<file path="config.mk">
export PLATFORM = sky130hd
export DESIGN_NAME = motorized_step_controller_unit
export DESIGN_NICKNAME = d
export VERILOG_FILES = /design/src/sv/msc_pkg.sv /design/src/sv/msc_step.sv /design/src/sv/motorized_step_controller_unit.sv
export SDC_FILE = /design/constraint.sdc
export NUM_CORES = 1
export LEC_CHECK = 0
export BUFFER_PORTS_ARGS = -buffer_cell sky130_fd_sc_hd__buf_2
export CAP_MARGIN = 20
export CORE_MARGIN = 2
export CORE_UTILIZATION = 50
export CTS_BUF_LIST = sky130_fd_sc_hd__clkbuf_4 sky130_fd_sc_hd__clkbuf_8
export CTS_CLUSTER_SIZE = 28
export DETAILED_ROUTE_END_ITERATION = 16
export PLACE_DENSITY = 0.68
export SLEW_MARGIN = 20
export SYNTH_ARGS = -nofsm -noshare
export SYNTH_HDL_FRONTEND = slang
export SYNTH_SLANG_ARGS = --single-unit
</file>
<file path="constraint.sdc">
create_clock -name clk -period 6 [get_ports clk]
set_input_delay 1.2 -clock clk [delete_from_list [all_inputs] [get_ports clk]]
set_output_delay 1.2 -clock clk [all_outputs]
set_load 0.02 [all_outputs]
</file>
<file path="src/sv/msc_pkg.sv">
// ----------------------------------------------------------------------------
// msc_pkg
// Shared types and constants of the motorized step controller.
// ----------------------------------------------------------------------------
package msc_pkg;

    localparam int DEFAULT_TIMER_WIDTH = 16;
    localparam int CFG_WIDTH           = 16;
    localparam int CFG_INDEX_WIDTH     = 2;

    localparam logic [CFG_WIDTH-1:0] DEBOUNCE_RESET = 16'd50;
    localparam logic [CFG_WIDTH-1:0] TIMEOUT_RESET  = 16'd10000;

    localparam logic [CFG_INDEX_WIDTH-1:0] CFG_DEBOUNCE = 2'd0;
    localparam logic [CFG_INDEX_WIDTH-1:0] CFG_TIMEOUT  = 2'd1;

    typedef enum logic [2:0] {
        PS_INIT         = 3'd0,
        PS_CLOSED       = 3'd1,
        PS_OPEN         = 3'd2,
        PS_OPENING      = 3'd3,
        PS_CLOSING      = 3'd4,
        PS_AUTO_CLOSING = 3'd5,
        PS_ERROR        = 3'd6,
        PS_STANDALONE   = 3'd7
    } pos_t;

    typedef enum logic [1:0] {
        DRV_OFF   = 2'd0,
        DRV_OPEN  = 2'd1,
        DRV_CLOSE = 2'd2
    } drive_t;

    typedef enum logic [2:0] {
        FN_TICK        = 3'd0,
        FN_COMMAND     = 3'd1,
        FN_KEY_ON      = 3'd2,
        FN_LINK_LOST   = 3'd3,
        FN_LINK_REGAIN = 3'd4,
        FN_REG_ACK     = 3'd5
    } func_t;

    typedef enum logic [1:0] {
        ACT_OPEN   = 2'd0,
        ACT_CLOSE  = 2'd1,
        ACT_STATUS = 2'd2,
        ACT_OTHER  = 2'd3
    } action_t;

    typedef struct packed {
        func_t   func;
        action_t action;
        logic    closed_switch;
        logic    open_switch;
        logic    key_active;
    } item_t;

    // control part of the block state; the tick counters travel separately
    typedef struct packed {
        pos_t   pos;
        logic   link_lost;
        logic   closed_prev;
        logic   open_prev;
        drive_t dir;
    } ctrl_t;

    typedef struct packed {
        drive_t motor_drive;
        pos_t   reported_state;
        logic   timeout_error;
        logic   status_request;
        logic   open_notice;
        logic   open_notice_key;
    } result_t;

endpackage

</file>
<file path="src/sv/msc_step.sv">
// ----------------------------------------------------------------------------
// msc_step
// Next-state and result logic for one tick or event.
// ----------------------------------------------------------------------------
module msc_step #(
    parameter int TIMER_WIDTH = msc_pkg::DEFAULT_TIMER_WIDTH
) (
    input  msc_pkg::item_t                  item,
    input  msc_pkg::ctrl_t                  st,
    input  logic [TIMER_WIDTH-1:0]          db_elapsed,
    input  logic [TIMER_WIDTH-1:0]          run_elapsed,
    input  logic [msc_pkg::CFG_WIDTH-1:0]   debounce_ticks,
    input  logic [msc_pkg::CFG_WIDTH-1:0]   motor_timeout_ticks,
    output msc_pkg::ctrl_t                  st_next,
    output logic [TIMER_WIDTH-1:0]          db_next,
    output logic [TIMER_WIDTH-1:0]          run_next,
    output msc_pkg::result_t                res
);

    localparam int CMP_W = (TIMER_WIDTH > msc_pkg::CFG_WIDTH) ? TIMER_WIDTH
                                                               : msc_pkg::CFG_WIDTH;
    localparam logic [TIMER_WIDTH-1:0] TMR_MAX = {TIMER_WIDTH{1'b1}};

    always_comb
    begin
        msc_pkg::ctrl_t         s;
        logic [TIMER_WIDTH-1:0] db;
        logic [TIMER_WIDTH-1:0] run;
        logic                   status;
        logic                   notice;

        s      = st;
        db     = db_elapsed;
        run    = run_elapsed;
        status = 1'b0;
        notice = 1'b0;

        case (item.func)
            msc_pkg::FN_TICK:
            begin
                if (s.pos == msc_pkg::PS_INIT)
                begin
                    s.pos = item.closed_switch ? msc_pkg::PS_CLOSED : msc_pkg::PS_OPEN;
                end
                db = (db == TMR_MAX) ? db : db + 1'b1;
                // one debounce interval shared by both switches
                if (item.closed_switch && !s.closed_prev &&
                    (CMP_W'(db) > CMP_W'(debounce_ticks)))
                begin
                    db = '0;
                    if (s.pos == msc_pkg::PS_CLOSING || s.pos == msc_pkg::PS_AUTO_CLOSING)
                    begin
                        s.dir  = msc_pkg::DRV_OFF;
                        s.pos  = msc_pkg::PS_CLOSED;
                        status = 1'b1;
                    end
                end
                if (item.open_switch && !s.open_prev &&
                    (CMP_W'(db) > CMP_W'(debounce_ticks)))
                begin
                    db = '0;
                    if (s.pos == msc_pkg::PS_OPENING)
                    begin
                        s.dir  = msc_pkg::DRV_OFF;
                        s.pos  = msc_pkg::PS_OPEN;
                        status = 1'b1;
                        notice = !s.link_lost;
                    end
                end
                s.closed_prev = item.closed_switch;
                s.open_prev   = item.open_switch;
                if (s.dir != msc_pkg::DRV_OFF)
                begin
                    run = (run == TMR_MAX) ? run : run + 1'b1;
                    if (CMP_W'(run) > CMP_W'(motor_timeout_ticks))
                    begin
                        s.dir  = msc_pkg::DRV_OFF;
                        s.pos  = msc_pkg::PS_ERROR;
                        status = 1'b1;
                    end
                end
            end
            msc_pkg::FN_COMMAND:
            begin
                // key on blocks everything but a status query
                if (!item.key_active || item.action == msc_pkg::ACT_STATUS)
                begin
                    if (item.action == msc_pkg::ACT_OPEN && s.pos == msc_pkg::PS_CLOSED)
                    begin
                        s.dir  = msc_pkg::DRV_OPEN;
                        run    = '0;
                        s.pos  = msc_pkg::PS_OPENING;
                        status = 1'b1;
                    end
                    else if (item.action == msc_pkg::ACT_CLOSE && s.pos == msc_pkg::PS_OPEN)
                    begin
                        s.dir  = msc_pkg::DRV_CLOSE;
                        run    = '0;
                        s.pos  = msc_pkg::PS_CLOSING;
                        status = 1'b1;
                    end
                    else if (item.action == msc_pkg::ACT_STATUS)
                    begin
                        status = 1'b1;
                    end
                end
            end
            msc_pkg::FN_KEY_ON:
            begin
                if (s.pos == msc_pkg::PS_OPEN || s.pos == msc_pkg::PS_OPENING)
                begin
                    s.dir  = msc_pkg::DRV_CLOSE;
                    run    = '0;
                    s.pos  = msc_pkg::PS_AUTO_CLOSING;
                    status = 1'b1;
                end
            end
            msc_pkg::FN_LINK_LOST:
            begin
                if (!s.link_lost)
                begin
                    s.link_lost = 1'b1;
                    status      = 1'b1;
                end
            end
            msc_pkg::FN_LINK_REGAIN:
            begin
                if (s.link_lost)
                begin
                    s.link_lost = 1'b0;
                    status      = 1'b1;
                    notice      = (s.pos == msc_pkg::PS_OPEN);
                end
            end
            msc_pkg::FN_REG_ACK:
            begin
                status = 1'b1;
                notice = (s.pos == msc_pkg::PS_OPEN) && !s.link_lost;
            end
            default:
            begin
            end
        endcase

        st_next  = s;
        db_next  = db;
        run_next = run;

        res.motor_drive     = s.dir;
        res.reported_state  = s.link_lost ? msc_pkg::PS_STANDALONE : s.pos;
        res.timeout_error   = (s.pos == msc_pkg::PS_ERROR);
        res.status_request  = status;
        res.open_notice     = notice;
        res.open_notice_key = notice && item.key_active;
    end

endmodule

</file>
<file path="src/sv/motorized_step_controller_unit.sv">
// ----------------------------------------------------------------------------
// motorized_step_controller_unit
// Motorized step controller: end switch debounce, motor run and timeout.
// ----------------------------------------------------------------------------
// Usage:
//   Input channel (in_valid / in_stall) carries one tick or event per
//   transfer; output channel (out_valid / out_stall) returns exactly one
//   result per input transfer, in order.
//   Each item passes through the input register and then, through the state
//   update, into the result register, which raises out_valid.
//   Throughput is one item per cycle while out_stall is low; the state
//   update is a single combinational pass, so back-to-back items follow
//   each other.
//   When out_stall is held the result register keeps its item, the input
//   register can still take one more, and only then is in_stall raised.
//   Configuration writes (cfg_valid / cfg_ready, always ready) set the
//   debounce interval and motor timeout; unknown indices are ignored.
//   Reset puts the step in the init state with the motor off, the link up,
//   counters cleared and both registers at their reset values; the first
//   tick takes the position from the closed switch.
// ----------------------------------------------------------------------------
module motorized_step_controller_unit #(
    parameter int TIMER_WIDTH = msc_pkg::DEFAULT_TIMER_WIDTH
) (
    input  logic                                clk,
    input  logic                                rst_n,

    input  logic                                in_valid,
    output logic                                in_stall,
    input  logic [2:0]                          func,
    input  logic [1:0]                          action,
    input  logic                                closed_switch,
    input  logic                                open_switch,
    input  logic                                key_active,

    output logic                                out_valid,
    input  logic                                out_stall,
    output logic [1:0]                          motor_drive,
    output logic [2:0]                          reported_state,
    output logic                                timeout_error,
    output logic                                status_request,
    output logic                                open_notice,
    output logic                                open_notice_key,

    input  logic                                cfg_valid,
    output logic                                cfg_ready,
    input  logic [msc_pkg::CFG_INDEX_WIDTH-1:0] cfg_index,
    input  logic [msc_pkg::CFG_WIDTH-1:0]       cfg_data
);

    logic                            in_valid_reg;
    msc_pkg::item_t                  in_item_reg;
    logic                            out_valid_reg;
    msc_pkg::result_t                out_res_reg;

    msc_pkg::ctrl_t                  ctrl_reg;
    logic [TIMER_WIDTH-1:0]          db_reg;
    logic [TIMER_WIDTH-1:0]          run_reg;
    logic [msc_pkg::CFG_WIDTH-1:0]   debounce_reg;
    logic [msc_pkg::CFG_WIDTH-1:0]   timeout_reg;

    msc_pkg::ctrl_t                  ctrl_next;
    logic [TIMER_WIDTH-1:0]          db_next;
    logic [TIMER_WIDTH-1:0]          run_next;
    msc_pkg::result_t                res_next;
    msc_pkg::item_t                  in_item;

    logic                            out_load;
    logic                            in_take;
    logic                            step_fire;

    // result register frees up when empty or being taken
    assign out_load  = !out_valid_reg || !out_stall;
    assign step_fire = in_valid_reg && out_load;
    assign in_stall  = in_valid_reg && !out_load;
    assign in_take   = in_valid && !in_stall;
    assign cfg_ready = 1'b1;

    assign in_item.func          = msc_pkg::func_t'(func);
    assign in_item.action        = msc_pkg::action_t'(action);
    assign in_item.closed_switch = closed_switch;
    assign in_item.open_switch   = open_switch;
    assign in_item.key_active    = key_active;

    msc_step #(
        .TIMER_WIDTH (TIMER_WIDTH)
    ) u_step (
        .item                (in_item_reg),
        .st                  (ctrl_reg),
        .db_elapsed          (db_reg),
        .run_elapsed         (run_reg),
        .debounce_ticks      (debounce_reg),
        .motor_timeout_ticks (timeout_reg),
        .st_next             (ctrl_next),
        .db_next             (db_next),
        .run_next            (run_next),
        .res                 (res_next)
    );

    always_ff @(posedge clk or negedge rst_n)
    begin
        if (!rst_n)
        begin
            in_valid_reg          <= 1'b0;
            out_valid_reg         <= 1'b0;
            ctrl_reg.pos          <= msc_pkg::PS_INIT;
            ctrl_reg.link_lost    <= 1'b0;
            ctrl_reg.closed_prev  <= 1'b0;
            ctrl_reg.open_prev    <= 1'b0;
            ctrl_reg.dir          <= msc_pkg::DRV_OFF;
            db_reg                <= '0;
            run_reg               <= '0;
            debounce_reg          <= msc_pkg::DEBOUNCE_RESET;
            timeout_reg           <= msc_pkg::TIMEOUT_RESET;
        end
        else
        begin
            if (in_take)
            begin
                in_valid_reg <= 1'b1;
            end
            else if (step_fire)
            begin
                in_valid_reg <= 1'b0;
            end
            if (out_load)
            begin
                out_valid_reg <= in_valid_reg;
            end
            if (step_fire)
            begin
                ctrl_reg <= ctrl_next;
                db_reg   <= db_next;
                run_reg  <= run_next;
            end
            if (cfg_valid && cfg_ready)
            begin
                unique case (cfg_index)
                    msc_pkg::CFG_DEBOUNCE: debounce_reg <= cfg_data;
                    msc_pkg::CFG_TIMEOUT:  timeout_reg  <= cfg_data;
                    default:
                    begin
                    end
                endcase
            end
        end
    end

    // payload registers, no reset
    always_ff @(posedge clk)
    begin
        if (in_take)
        begin
            in_item_reg <= in_item;
        end
        if (step_fire)
        begin
            out_res_reg <= res_next;
        end
    end

    assign out_valid       = out_valid_reg;
    assign motor_drive     = out_res_reg.motor_drive;
    assign reported_state  = out_res_reg.reported_state;
    assign timeout_error   = out_res_reg.timeout_error;
    assign status_request  = out_res_reg.status_request;
    assign open_notice     = out_res_reg.open_notice;
    assign open_notice_key = out_res_reg.open_notice_key;

    // a notice only ever goes out with the open state shown
    a_notice_open: assert property (@(posedge clk) disable iff (!rst_n)
        out_valid && open_notice |-> reported_state == msc_pkg::PS_OPEN)
        else $error("open notice without open state");

    a_notice_key: assert property (@(posedge clk) disable iff (!rst_n)
        out_valid && open_notice_key |-> open_notice)
        else $error("notice key flag without notice");

    a_error_motor_off: assert property (@(posedge clk) disable iff (!rst_n)
        out_valid && timeout_error |-> motor_drive == msc_pkg::DRV_OFF)
        else $error("motor driven in error state");

    // a waiting input item is not dropped while the result side is blocked
    a_in_hold: assert property (@(posedge clk) disable iff (!rst_n)
        in_valid_reg && !out_load |=> in_valid_reg && $stable(in_item_reg))
        else $error("pending input item lost");

endmodule
</file>
==> results of run 1 <==
-- worst max path at each step --
stage | startpoint | to | slack (ns) | depth (start not counted)
after CTS | db_reg[3]$_DFFE_PN0P_ | reported_state[1]$_SDFFCE_PP1P_ | 0.08 | 23
final | db_reg[5]$_DFFE_PN0P_ | motor_drive[1]$_DFFE_PP_ | 0.32 | 23
after floorplan | db_reg[2]$_DFFE_PN0P_ | timeout_error$_DFFE_PP_ | 0.47 | 24
after global routing | db_reg[5]$_DFFE_PN0P_ | timeout_error$_DFFE_PP_ | -0.03 | 23
after global placement | db_reg[3]$_DFFE_PN0P_ | timeout_error$_DFFE_PP_ | 0.18 | 23
after detailed placement | db_reg[3]$_DFFE_PN0P_ | reported_state[1]$_SDFFCE_PP1P_ | -0.06 | 23
-- cells in the final DEF (no fill, tap or decap), drive strengths merged, types with 13 or more instances in the layout --
cell type	instances
a21oi	37
xnor2	14
nand4	17
nand2	73
mux2	18
nand3	23
inv	60
buf	57
nand2b	14
dfrtp	66
clkbuf	13
o21ai	57
ha	50
edfxtp	17
nor2	48
o31ai	14
-- per-stage QoR --
step	utilization (%)	hold slack, ns	power [mW]	worst slack [ns]
floorplan	-	0.470	1.15	0.469
global placement	53.8	0.480	1.28	0.180
detailed placement	53.8	0.485	1.30	-0.0583
CTS	55.5	0.507	1.72	0.0765
global route	56.2	0.526	1.84	-0.0253
finish	56.2	0.502	1.72	0.315
-- what timing repair did --
| item | 4_1_cts | 5_1_grt |
|---|---|---|
| buffers inserted | 0 | 3 |
| pin swaps | 0 | 7 |
| setup endpoints to repair | 2 | 45 |
| gates resized for setup | 2 | 11 |
-- layout make-up --
cell class,count,area [sq um],share of cell area [%]
tap,147,184,2.76
clock buffer,13,154,2.31
timing repair buffer,57,344,5.16
inverter,60,225,3.38
multi-input combinational,485,3350,50.2
sequential,91,2370,35.6
clock inverter,3,38.8,0.582
-- where the power goes --
| part | internal (mW) | switching (mW) |
|---|---|---|
| Clock | 0.210 | 0.210 |
| Sequential | 0.723 | 0.0702 |
| Combinational | 0.210 | 0.299 |
| Total | 1.14 | 0.579 |
-- per-layer routing --
| layer | GRT usage [%] | share of wire [%] |
|---|---|---|
| met5 | 0 | 0 |
| met1 | 28.4 | 45 |
| met4 | 9.11 | 2.5 |
| met3 | 3.45 | 3.6 |
| met2 | 36.2 | 48 |
-- logic make-up (layout without fill, tap and decap cells) --
| family | count (synthesis) | in the layout | synth area share (%) |
|---|---|---|---|
| buffers and inverters | 89 | 133 | 5.92 |
| xor gates and xnor gates | 22 | 22 | 3.46 |
| and+or+nand+nor | 233 | 233 | 19.5 |
| DFF | 91 | 91 | 39.5 |
| AOI/OAI and AO/OA | 156 | 156 | 16.9 |
| other | 1 | 1 | 0.0625 |
| adders and majority gates | 50 | 50 | 10.4 |
| muxes | 23 | 23 | 4.21 |
==> impl_metrics.yaml, run 1 <==
timing:
  finalHoldViolations: 0
  fmax_mhz: 176
  tns_ns: 0
  fin_crit_ns: 5.68
  setup_violations: 0
  worst_pin_slew_ns: 0.950
  fin_crit_sh_pct: 94.7
  finalMaxSlewViolations: 0
  relSlewSlack_pct: 36.7
  clock_skew_ns: 0.0136
global_routing:
  grt_use_total_pct: 21.8
  grt_pass1_wl_um: 22200
  antenna_found_initial: 0
  overflow: 0
  grt_pass1_vias: 4560
  grt_max_degree: 75
die:
  die_x_um: 114
  die_h_um: 114
  num_rows: 40
  core_area_sq_um: 11900
  die-area_sq_um: 12900
  start_util_pct: 50.6
  io_pins: 43
drt:
  routed_wl_um: 13500
  avgViaCountPerCell: 5.70
  ant_nets: 0
  post_drt_wl_per_cell_um: 15.8
  drc: 0
  dr_total_vias: 4883
  drtIter0Drc: 349
  drt_first_pass_iters: 5
synthesis:
  async_flop_share_pct: 81.3
  netlist_area_sq_um: 6000
  yosys_most_used_dff: "dfrtp_1"
  synthTopCellsByCount: "73 x nand2_1, 66 x dfrtp_1, 59 x inv_1, 50 x ha_1, 48 x nor2_1"
  synth_area_leaders: "dfrtp_1 28%, ha_1 10%, edfxtp_1 8.5%"
  yosysMostFrequentCell: "nand2_1"
  synth_area_per_cell_sq_um: 9.03
  yosys_register_bits: 91
  syn-num-nets: 746
  netlist_instances: 665
  ys_seq_area_share_pct: 39.5
  synth_top_cell_by_area: "dfrtp_1"
  ys_types: 69
  synth_top_area_share_pct: 27.5
  ys_warn_count: 0
  synth_edf_count: 17
clock_tree:
  clockBufferDepth: 2
  cts_root_buffer: "clkbuf_8"
  cts_tree: "yes"
  cts_sinks: 91
  cts_max_level: 3
  clkTransAtPathRegs_ns: 0.09
  cts_buffers: 9
  clk-insertion-delay-late_ns: 0.38
  hold_buffers: 0
hold_path:
  hold_path_depth: 1
  min_path_type: "register to register"
  hp-start: "ctrl_reg[2]$_DFFE_PN0P_"
  holdPathEnd: "ctrl_reg[2]$_DFFE_PN0P_"
finish:
  layout.nets: 785
  insertedDiodeCount: 0
  finalInstanceArea_sq_um: 6660
  drive_above_1_share_pct: 18.3
  nFillCells: 1045
  final_cells: 856
  area_growth_pct: 11.0
setup_path:
  worstSetupStartpointType: "register"
  rrSetupSlack_ns: 0.32
  end_kind: "register"
  crit_buf_inv: 2
  cp.arrival_ns: 5.93
  crit_family: "simple AND/OR/NAND/NOR gates"
  cp.required_ns: 6.24
  r2r-start: "db_reg[5]$_DFFE_PN0P_"
  slowest_delay_ns: 0.47
  cp_slowest_cell: "or3_4"
  path_class: "register to register"
  r2r_cells: 23
  worstPathMaxFanout: 17
  r2r_end: "motor_drive[1]$_DFFE_PP_"
  path_cells: "and4_1 > and4_4 > nand4_2 > or3_4 > and3_4 > xnor2_2 > inv_1 > ha_1 > nand2_1 > nor4_4 > o21ai_1 > a31oi_2 > buf_6 > nor2_1 > ha_1 > nand4_1 > nor2_1 > a221o_1 > o31ai_2 > o22ai_2 > o31a_1 > o21ai_1 > o21a_1"
power_and_ir_drop:
  p_per_area_nw_per_um2: 258
  ir_worst_vdd_uv: 127
  p_leak_nw: 3.13
placement:
  place_congestion: 0.885
  dp_hpwl_um: 10200
  dpl.cell_count: 837
  portBuffers: 41
  placed_cell_area_sq_um: 6380
run:
  max-cap-violations: 0
run_status:
  status: "finished, final reports clean"
(Power assumes the default switching activity.)
==> run 2, diff against run 1 <==
--- a/config.mk
+++ b/config.mk
@@ -8,11 +8,10 @@
 export BUFFER_PORTS_ARGS = -buffer_cell sky130_fd_sc_hd__buf_2
 export CAP_MARGIN = 20
 export CORE_MARGIN = 2
-export CORE_UTILIZATION = 50
+export CORE_UTILIZATION = 45
 export CTS_BUF_LIST = sky130_fd_sc_hd__clkbuf_4 sky130_fd_sc_hd__clkbuf_8
 export CTS_CLUSTER_SIZE = 28
 export DETAILED_ROUTE_END_ITERATION = 16
-export PLACE_DENSITY = 0.68
 export SLEW_MARGIN = 20
 export SYNTH_ARGS = -nofsm -noshare
 export SYNTH_HDL_FRONTEND = slang
==> impl_metrics.yaml, run 2 (same netlist as run 1, synthesis figures left out) <==
setup_path:
  end_kind: "register"
  r2r-start: "db_reg[4]$_DFFE_PN0P_"
  r2r_cells: 23
  path_class: "register to register"
  crit_path_start: "db_reg[4]$_DFFE_PN0P_"
  rrSetupSlack_ns: 0.38
  cp-endpoint: "run_reg[3]$_DFFE_PN0P_"
  r2r_end: "run_reg[3]$_DFFE_PN0P_"
  cp.required_ns: 6.27
  cp.arrival_ns: 5.89
  worstSetupStartpointType: "register"
  worstPathMaxFanout: 32
global_routing:
  grt_max_degree: 75
  grt_pass1_vias: 4713
  overflow: 0
  grt_use_total_pct: 20.6
  antenna_found_initial: 0
  grt_pass1_wl_um: 23200
timing:
  fin_crit_ns: 5.62
  setup_violations: 0
  clock_skew_ns: 0.00927
  relSlewSlack_pct: 36.9
  fmax_mhz: 178
  tns_ns: 0
  finalHoldViolations: 0
  worst_pin_slew_ns: 0.946
  fin_crit_sh_pct: 93.7
  finalMaxSlewViolations: 0
finish:
  drive_above_1_share_pct: 18.2
  area_growth_pct: 11.7
  layout_common_cells: "73 x nand2_1, 65 x dfrtp_1, 59 x inv_1"
  final_common_cell: "nand2_1"
  insertedDiodeCount: 0
  final_cells: 885
  layout.nets: 785
  nFillCells: 1279
placement:
  dpl.cell_count: 866
  place_congestion: 0.919
  portBuffers: 41
  dp_hpwl_um: 10600
clock_tree:
  cts_tree: "yes"
  cts_root_buffer: "clkbuf_8"
  clkTransAtPathRegs_ns: 0.10
  clockBufferDepth: 2
  hold_buffers: 0
  cts_max_level: 3
  clk-insertion-delay-late_ns: 0.39
  cts_sinks: 91
  cts_buffers: 9
power_and_ir_drop:
  p_leak_nw: 3.12
  p_seq_share_pct: 45.7
  p_sw_uw: 611
  total_power_mw: 1.74
  intPower_mw: 1.13
  clkPwrFrac_pct: 24.9
  power_frac_comb_pct: 29.4
  p_per_area_nw_per_um2: 259
  p_sw_share_pct: 35.2
  ir_worst_vdd_uv: 138
run:
  max-cap-violations: 0
drt:
  avgViaCountPerCell: 5.49
  drt_first_pass_iters: 4
  drc: 0
  routed_wl_um: 14000
  drtIter0Drc: 366
  dr_total_vias: 4857
  ant_nets: 0
  post_drt_wl_per_cell_um: 15.8
die:
  die_h_um: 120
  num_rows: 42
  die-area_sq_um: 14300
  io_pins: 43
  core_area_sq_um: 13100
  start_util_pct: 45.7
  die_x_um: 120
hold_path:
  hold_path_depth: 1
  min_path_type: "register to register"
run_status:
  status: "finished, final reports clean"
-- run 2: cell count changes in the layout (fill, tap and decap cells not counted), moves of 2 or more --
| cell | before | now |
|---|---|---|
| clkbuf_4 | 4 | 0 |
| clkinvlp_4 | 0 | 3 |
| xor2_1 | 6 | 8 |
| xor2_2 | 2 | 0 |
-- run 2: power by group through the flow --
| stage | clock network [mW] | registers [mW] | logic, mW |
|---|---|---|---|
| 6_report | 0.433 | 0.795 | 0.511 |
| 3_5_place_dp | 0 | 0.806 | 0.498 |
| 5_1_grt | 0.474 | 0.808 | 0.580 |
| 3_3_place_gp | 0 | 0.803 | 0.479 |
| 4_1_cts | 0.450 | 0.794 | 0.502 |
| 2_1_floorplan | 0 | 0.785 | 0.363 |
-- run 2: final cells by class --
type	count	area (sq um)	area share, %
multi-input combinational	485	3340	49.9
sequential	91	2370	35.4
timing repair buffer	57	344	5.13
inverter	60	225	3.36
tap	176	220	3.28
clock buffer	9	124	1.85
clock inverter	7	76.3	1.14
-- run 2: worst min-delay path by stage --
stage | endpoint | start | slack [ns]
after floorplan | ctrl_reg[2]$_DFFE_PN0P_ | ctrl_reg[2]$_DFFE_PN0P_ | 0.47
after global placement | ctrl_reg[2]$_DFFE_PN0P_ | ctrl_reg[2]$_DFFE_PN0P_ | 0.48
after detailed placement | ctrl_reg[2]$_DFFE_PN0P_ | ctrl_reg[2]$_DFFE_PN0P_ | 0.49
after CTS | ctrl_reg[2]$_DFFE_PN0P_ | ctrl_reg[2]$_DFFE_PN0P_ | 0.51
after global routing | ctrl_reg[2]$_DFFE_PN0P_ | ctrl_reg[2]$_DFFE_PN0P_ | 0.52
final | ctrl_reg[2]$_DFFE_PN0P_ | ctrl_reg[2]$_DFFE_PN0P_ | 0.51
-- run 2: metrics by stage --
step | hold WS, ns | worst slack (ns) | util, % | instance area, sq um
floorplan | 0.470 | 0.469 | - | 6000
global placement | 0.480 | 0.176 | 48.8 | 6420
detailed placement | 0.485 | -0.0245 | 48.8 | 6420
CTS | 0.510 | 0.102 | 50.4 | 6630
global route | 0.518 | -0.00268 | 51.0 | 6710
finish | 0.507 | 0.379 | 51.0 | 6710
-- run 2: per-layer routing --
| metal | up-vias | track usage [%] | wire length, um |
|---|---|---|---|
| met5 | - | 0 | 0 |
| met4 | 0 | 6.25 | 216 |
| met3 | 19 | 4.37 | 445 |
| met2 | 77 | 34.4 | 6820 |
| met1 | 2332 | 26.8 | 6510 |
| li1 | 2429 | - | - |
-- run 2: what timing repair did --
item | 4_1_cts | 5_1_grt
resized for setup | 2 | 10
setup endpoints to repair | 2 | 46
setup buffers | 0 | 3
pin swaps | 0 | 3
hold endpoints to repair | 0 | 0
-- run 2: worst max-delay path, stage by stage (launching register included) --
cell and delay (ns):
dfrtp_1 0.42, and4_1 0.27, and4_4 0.27, nand4_2 0.15
or3_4 0.47, nand4_1 0.13, xor2_1 0.21, inv_1 0.07
ha_1 0.30, nand2_1 0.13, nor4_4 0.34, o21ai_1 0.17
a31oi_2 0.23, buf_6 0.20, nor2_1 0.07, ha_1 0.28
a21oi_1 0.18, o21ai_1 0.10, a221o_1 0.41, o31ai_4 0.25
o221ai_1 0.16, a21o_1 0.22, buf_12 0.17, o41ai_1 0.32
==> run 3, diff against run 2 <==
--- a/config.mk
+++ b/config.mk
@@ -8,10 +8,11 @@
 export BUFFER_PORTS_ARGS = -buffer_cell sky130_fd_sc_hd__buf_2
 export CAP_MARGIN = 20
 export CORE_MARGIN = 2
-export CORE_UTILIZATION = 45
+export CORE_UTILIZATION = 60
 export CTS_BUF_LIST = sky130_fd_sc_hd__clkbuf_4 sky130_fd_sc_hd__clkbuf_8
 export CTS_CLUSTER_SIZE = 28
 export DETAILED_ROUTE_END_ITERATION = 16
+export PLACE_DENSITY = 0.79
 export SLEW_MARGIN = 20
 export SYNTH_ARGS = -nofsm -noshare
 export SYNTH_HDL_FRONTEND = slang
==> impl_metrics.yaml, run 3 (same netlist as run 1, synthesis figures left out) <==
drt:
  drt_first_pass_iters: 5
  avgViaCountPerCell: 5.93
  topRoutingLayerUsed: "met4"
  routed_wl_um: 14000
  post_drt_wl_per_cell_um: 16.7
  met2_length_um: 6780
  drc: 0
  routed-wl-met3_um: 720
  ant_nets: 0
  drtIter0Drc: 252
  wl_met1_um: 6140
  dr_total_vias: 4978
setup_path:
  cp_slowest_cell: "or3_4"
  worstSetupStartpointType: "register"
  end_kind: "register"
  path_class: "register to register"
  crit_buf_inv: 3
  r2r_end: "run_reg[11]$_DFFE_PN0P_"
  path_depth: 24
  path_cells: "and4_1 > and4_4 > nand4_2 > or3_4 > and3_4 > xnor2_2 > inv_1 > ha_1 > nand2_1 > o21ai_0 > a221oi_2 > a31oi_2 > buf_4 > nor2_1 > ha_1 > nand2_1 > o21ai_1 > a221o_1 > o31ai_4 > o221ai_1 > a21o_1 > buf_12 > o21ai_1 > o41ai_2"
  r2r-start: "db_reg[5]$_DFFE_PN0P_"
  rrSetupSlack_ns: 0.29
  r2r_cells: 24
  crit_path_start: "db_reg[5]$_DFFE_PN0P_"
  cp.arrival_ns: 5.96
  slowest_delay_ns: 0.49
  crit_family: "compound AO/OA/AOI/OAI gates"
  cp.required_ns: 6.25
  cp-endpoint: "run_reg[11]$_DFFE_PN0P_"
  worstPathMaxFanout: 32
timing:
  fmax_mhz: 175
  relSlewSlack_pct: 36.8
  worst_pin_slew_ns: 0.947
  fin_crit_sh_pct: 95.2
  fin_crit_ns: 5.71
  finalMaxSlewViolations: 0
  clock_skew_ns: 0.00983
  setup_violations: 0
  holdWs_ns: 0.504
  finalHoldViolations: 0
global_routing:
  grt_pass1_wl_um: 23700
  grt_use_total_pct: 27.1
  grt_pass1_vias: 4870
  antenna_found_initial: 0
  overflow: 0
  grt_max_degree: 75
die:
  num_rows: 36
  start_util_pct: 61.7
  core_area_sq_um: 9730
  die_h_um: 104
  die-area_sq_um: 10800
  io_pins: 43
  die_x_um: 104
clock_tree:
  clockBufferDepth: 2
  cts_buffers: 9
  cts_root_buffer: "clkbuf_8"
  cts_tree: "yes"
  clkTransAtPathRegs_ns: 0.09
  cts_sinks: 91
  clk-insertion-delay-late_ns: 0.37
  cts_max_level: 3
placement:
  dpl.cell_count: 822
  dp_hpwl_um: 10400
  portBuffers: 41
  placed_cell_area_sq_um: 6350
  place_congestion: 0.931
finish:
  final_cells: 839
  final_common_cell: "nand2_1"
  drive_above_1_share_pct: 18.3
  insertedDiodeCount: 0
  finalInstanceArea_sq_um: 6650
  area_growth_pct: 10.8
  layout_common_cells: "73 x nand2_1, 64 x dfrtp_1, 59 x inv_1"
  fin_util_pct: 68.4
  layout.nets: 782
hold_path:
  min_path_type: "register to register"
  hold_path_depth: 1
power_and_ir_drop:
  ir_worst_vdd_uv: 156
  p_per_area_nw_per_um2: 259
  total_power_mw: 1.72
  p_leak_nw: 3.12
run_status:
  status: "finished, final reports clean"
run:
  max-cap-violations: 0
[run 3: cell types whose count changed in the layout (fill, tap and decap cells not counted), moves of 2 or more]
| cell | change |
|---|---|
| xor2_1 | -2 |
| xor2_2 | +2 |
| buf_4 | -2 |
| clkinv_2 | +2 |
| clkinvlp_4 | -2 |
[run 3: through the flow]
| step | worst slack, ns | setup TNS, ns |
|---|---|---|
| after floorplan | 0.469 | 0 |
| after global placement | 0.282 | 0 |
| after detailed placement | -0.0719 | -0.152 |
| after CTS | 0.0737 | 0 |
| after global routing | -0.00119 | -0.00119 |
| final | 0.288 | 0 |
[run 3: repair_timing]
item / in CTS / in global routing
pin swaps: 0 / 5
hold buffers: 0 / 0
buffers inserted: 0 / 1
endpoints found under the setup margin: 10 / 46
gates resized for setup: 2 / 14
[run 3: worst min path at each step]
stage                                  from                       to  slack, ns
floorplan           ctrl_reg[2]$_DFFE_PN0P_  ctrl_reg[2]$_DFFE_PN0P_       0.47
global placement    ctrl_reg[2]$_DFFE_PN0P_  ctrl_reg[2]$_DFFE_PN0P_       0.48
detailed placement  ctrl_reg[2]$_DFFE_PN0P_  ctrl_reg[2]$_DFFE_PN0P_       0.49
CTS                 ctrl_reg[2]$_DFFE_PN0P_  ctrl_reg[2]$_DFFE_PN0P_       0.51
global route        ctrl_reg[2]$_DFFE_PN0P_  ctrl_reg[2]$_DFFE_PN0P_       0.54
finish              ctrl_reg[2]$_DFFE_PN0P_  ctrl_reg[2]$_DFFE_PN0P_       0.50
[run 3: layout make-up]
type	count	area [sq um]
Multi-Input combinational cell	485	3370
Fill cell	797	3080
Sequential cell	91	2370
Timing Repair Buffer	54	318
Inverter	60	225
Tap cell	133	166
Clock buffer	9	124
Clock inverter	7	68.8
[run 3: layer usage]
layer / global-route usage, % / vias up
met3: 4.45 / 33
met4: 8.78 / 0
met2: 44.5 / 157
met1: 36.7 / 2369
met5: 0 / -
li1: - / 2419
[run 3: power breakdown]
| group | internal, mW | leakage, nW | total, mW | switching, mW |
|---|---|---|---|---|
| logic | 0.202 | 1.93 | 0.504 | 0.301 |
| registers | 0.723 | 1.09 | 0.803 | 0.0792 |
| clock network | 0.191 | 0.0966 | 0.417 | 0.226 |
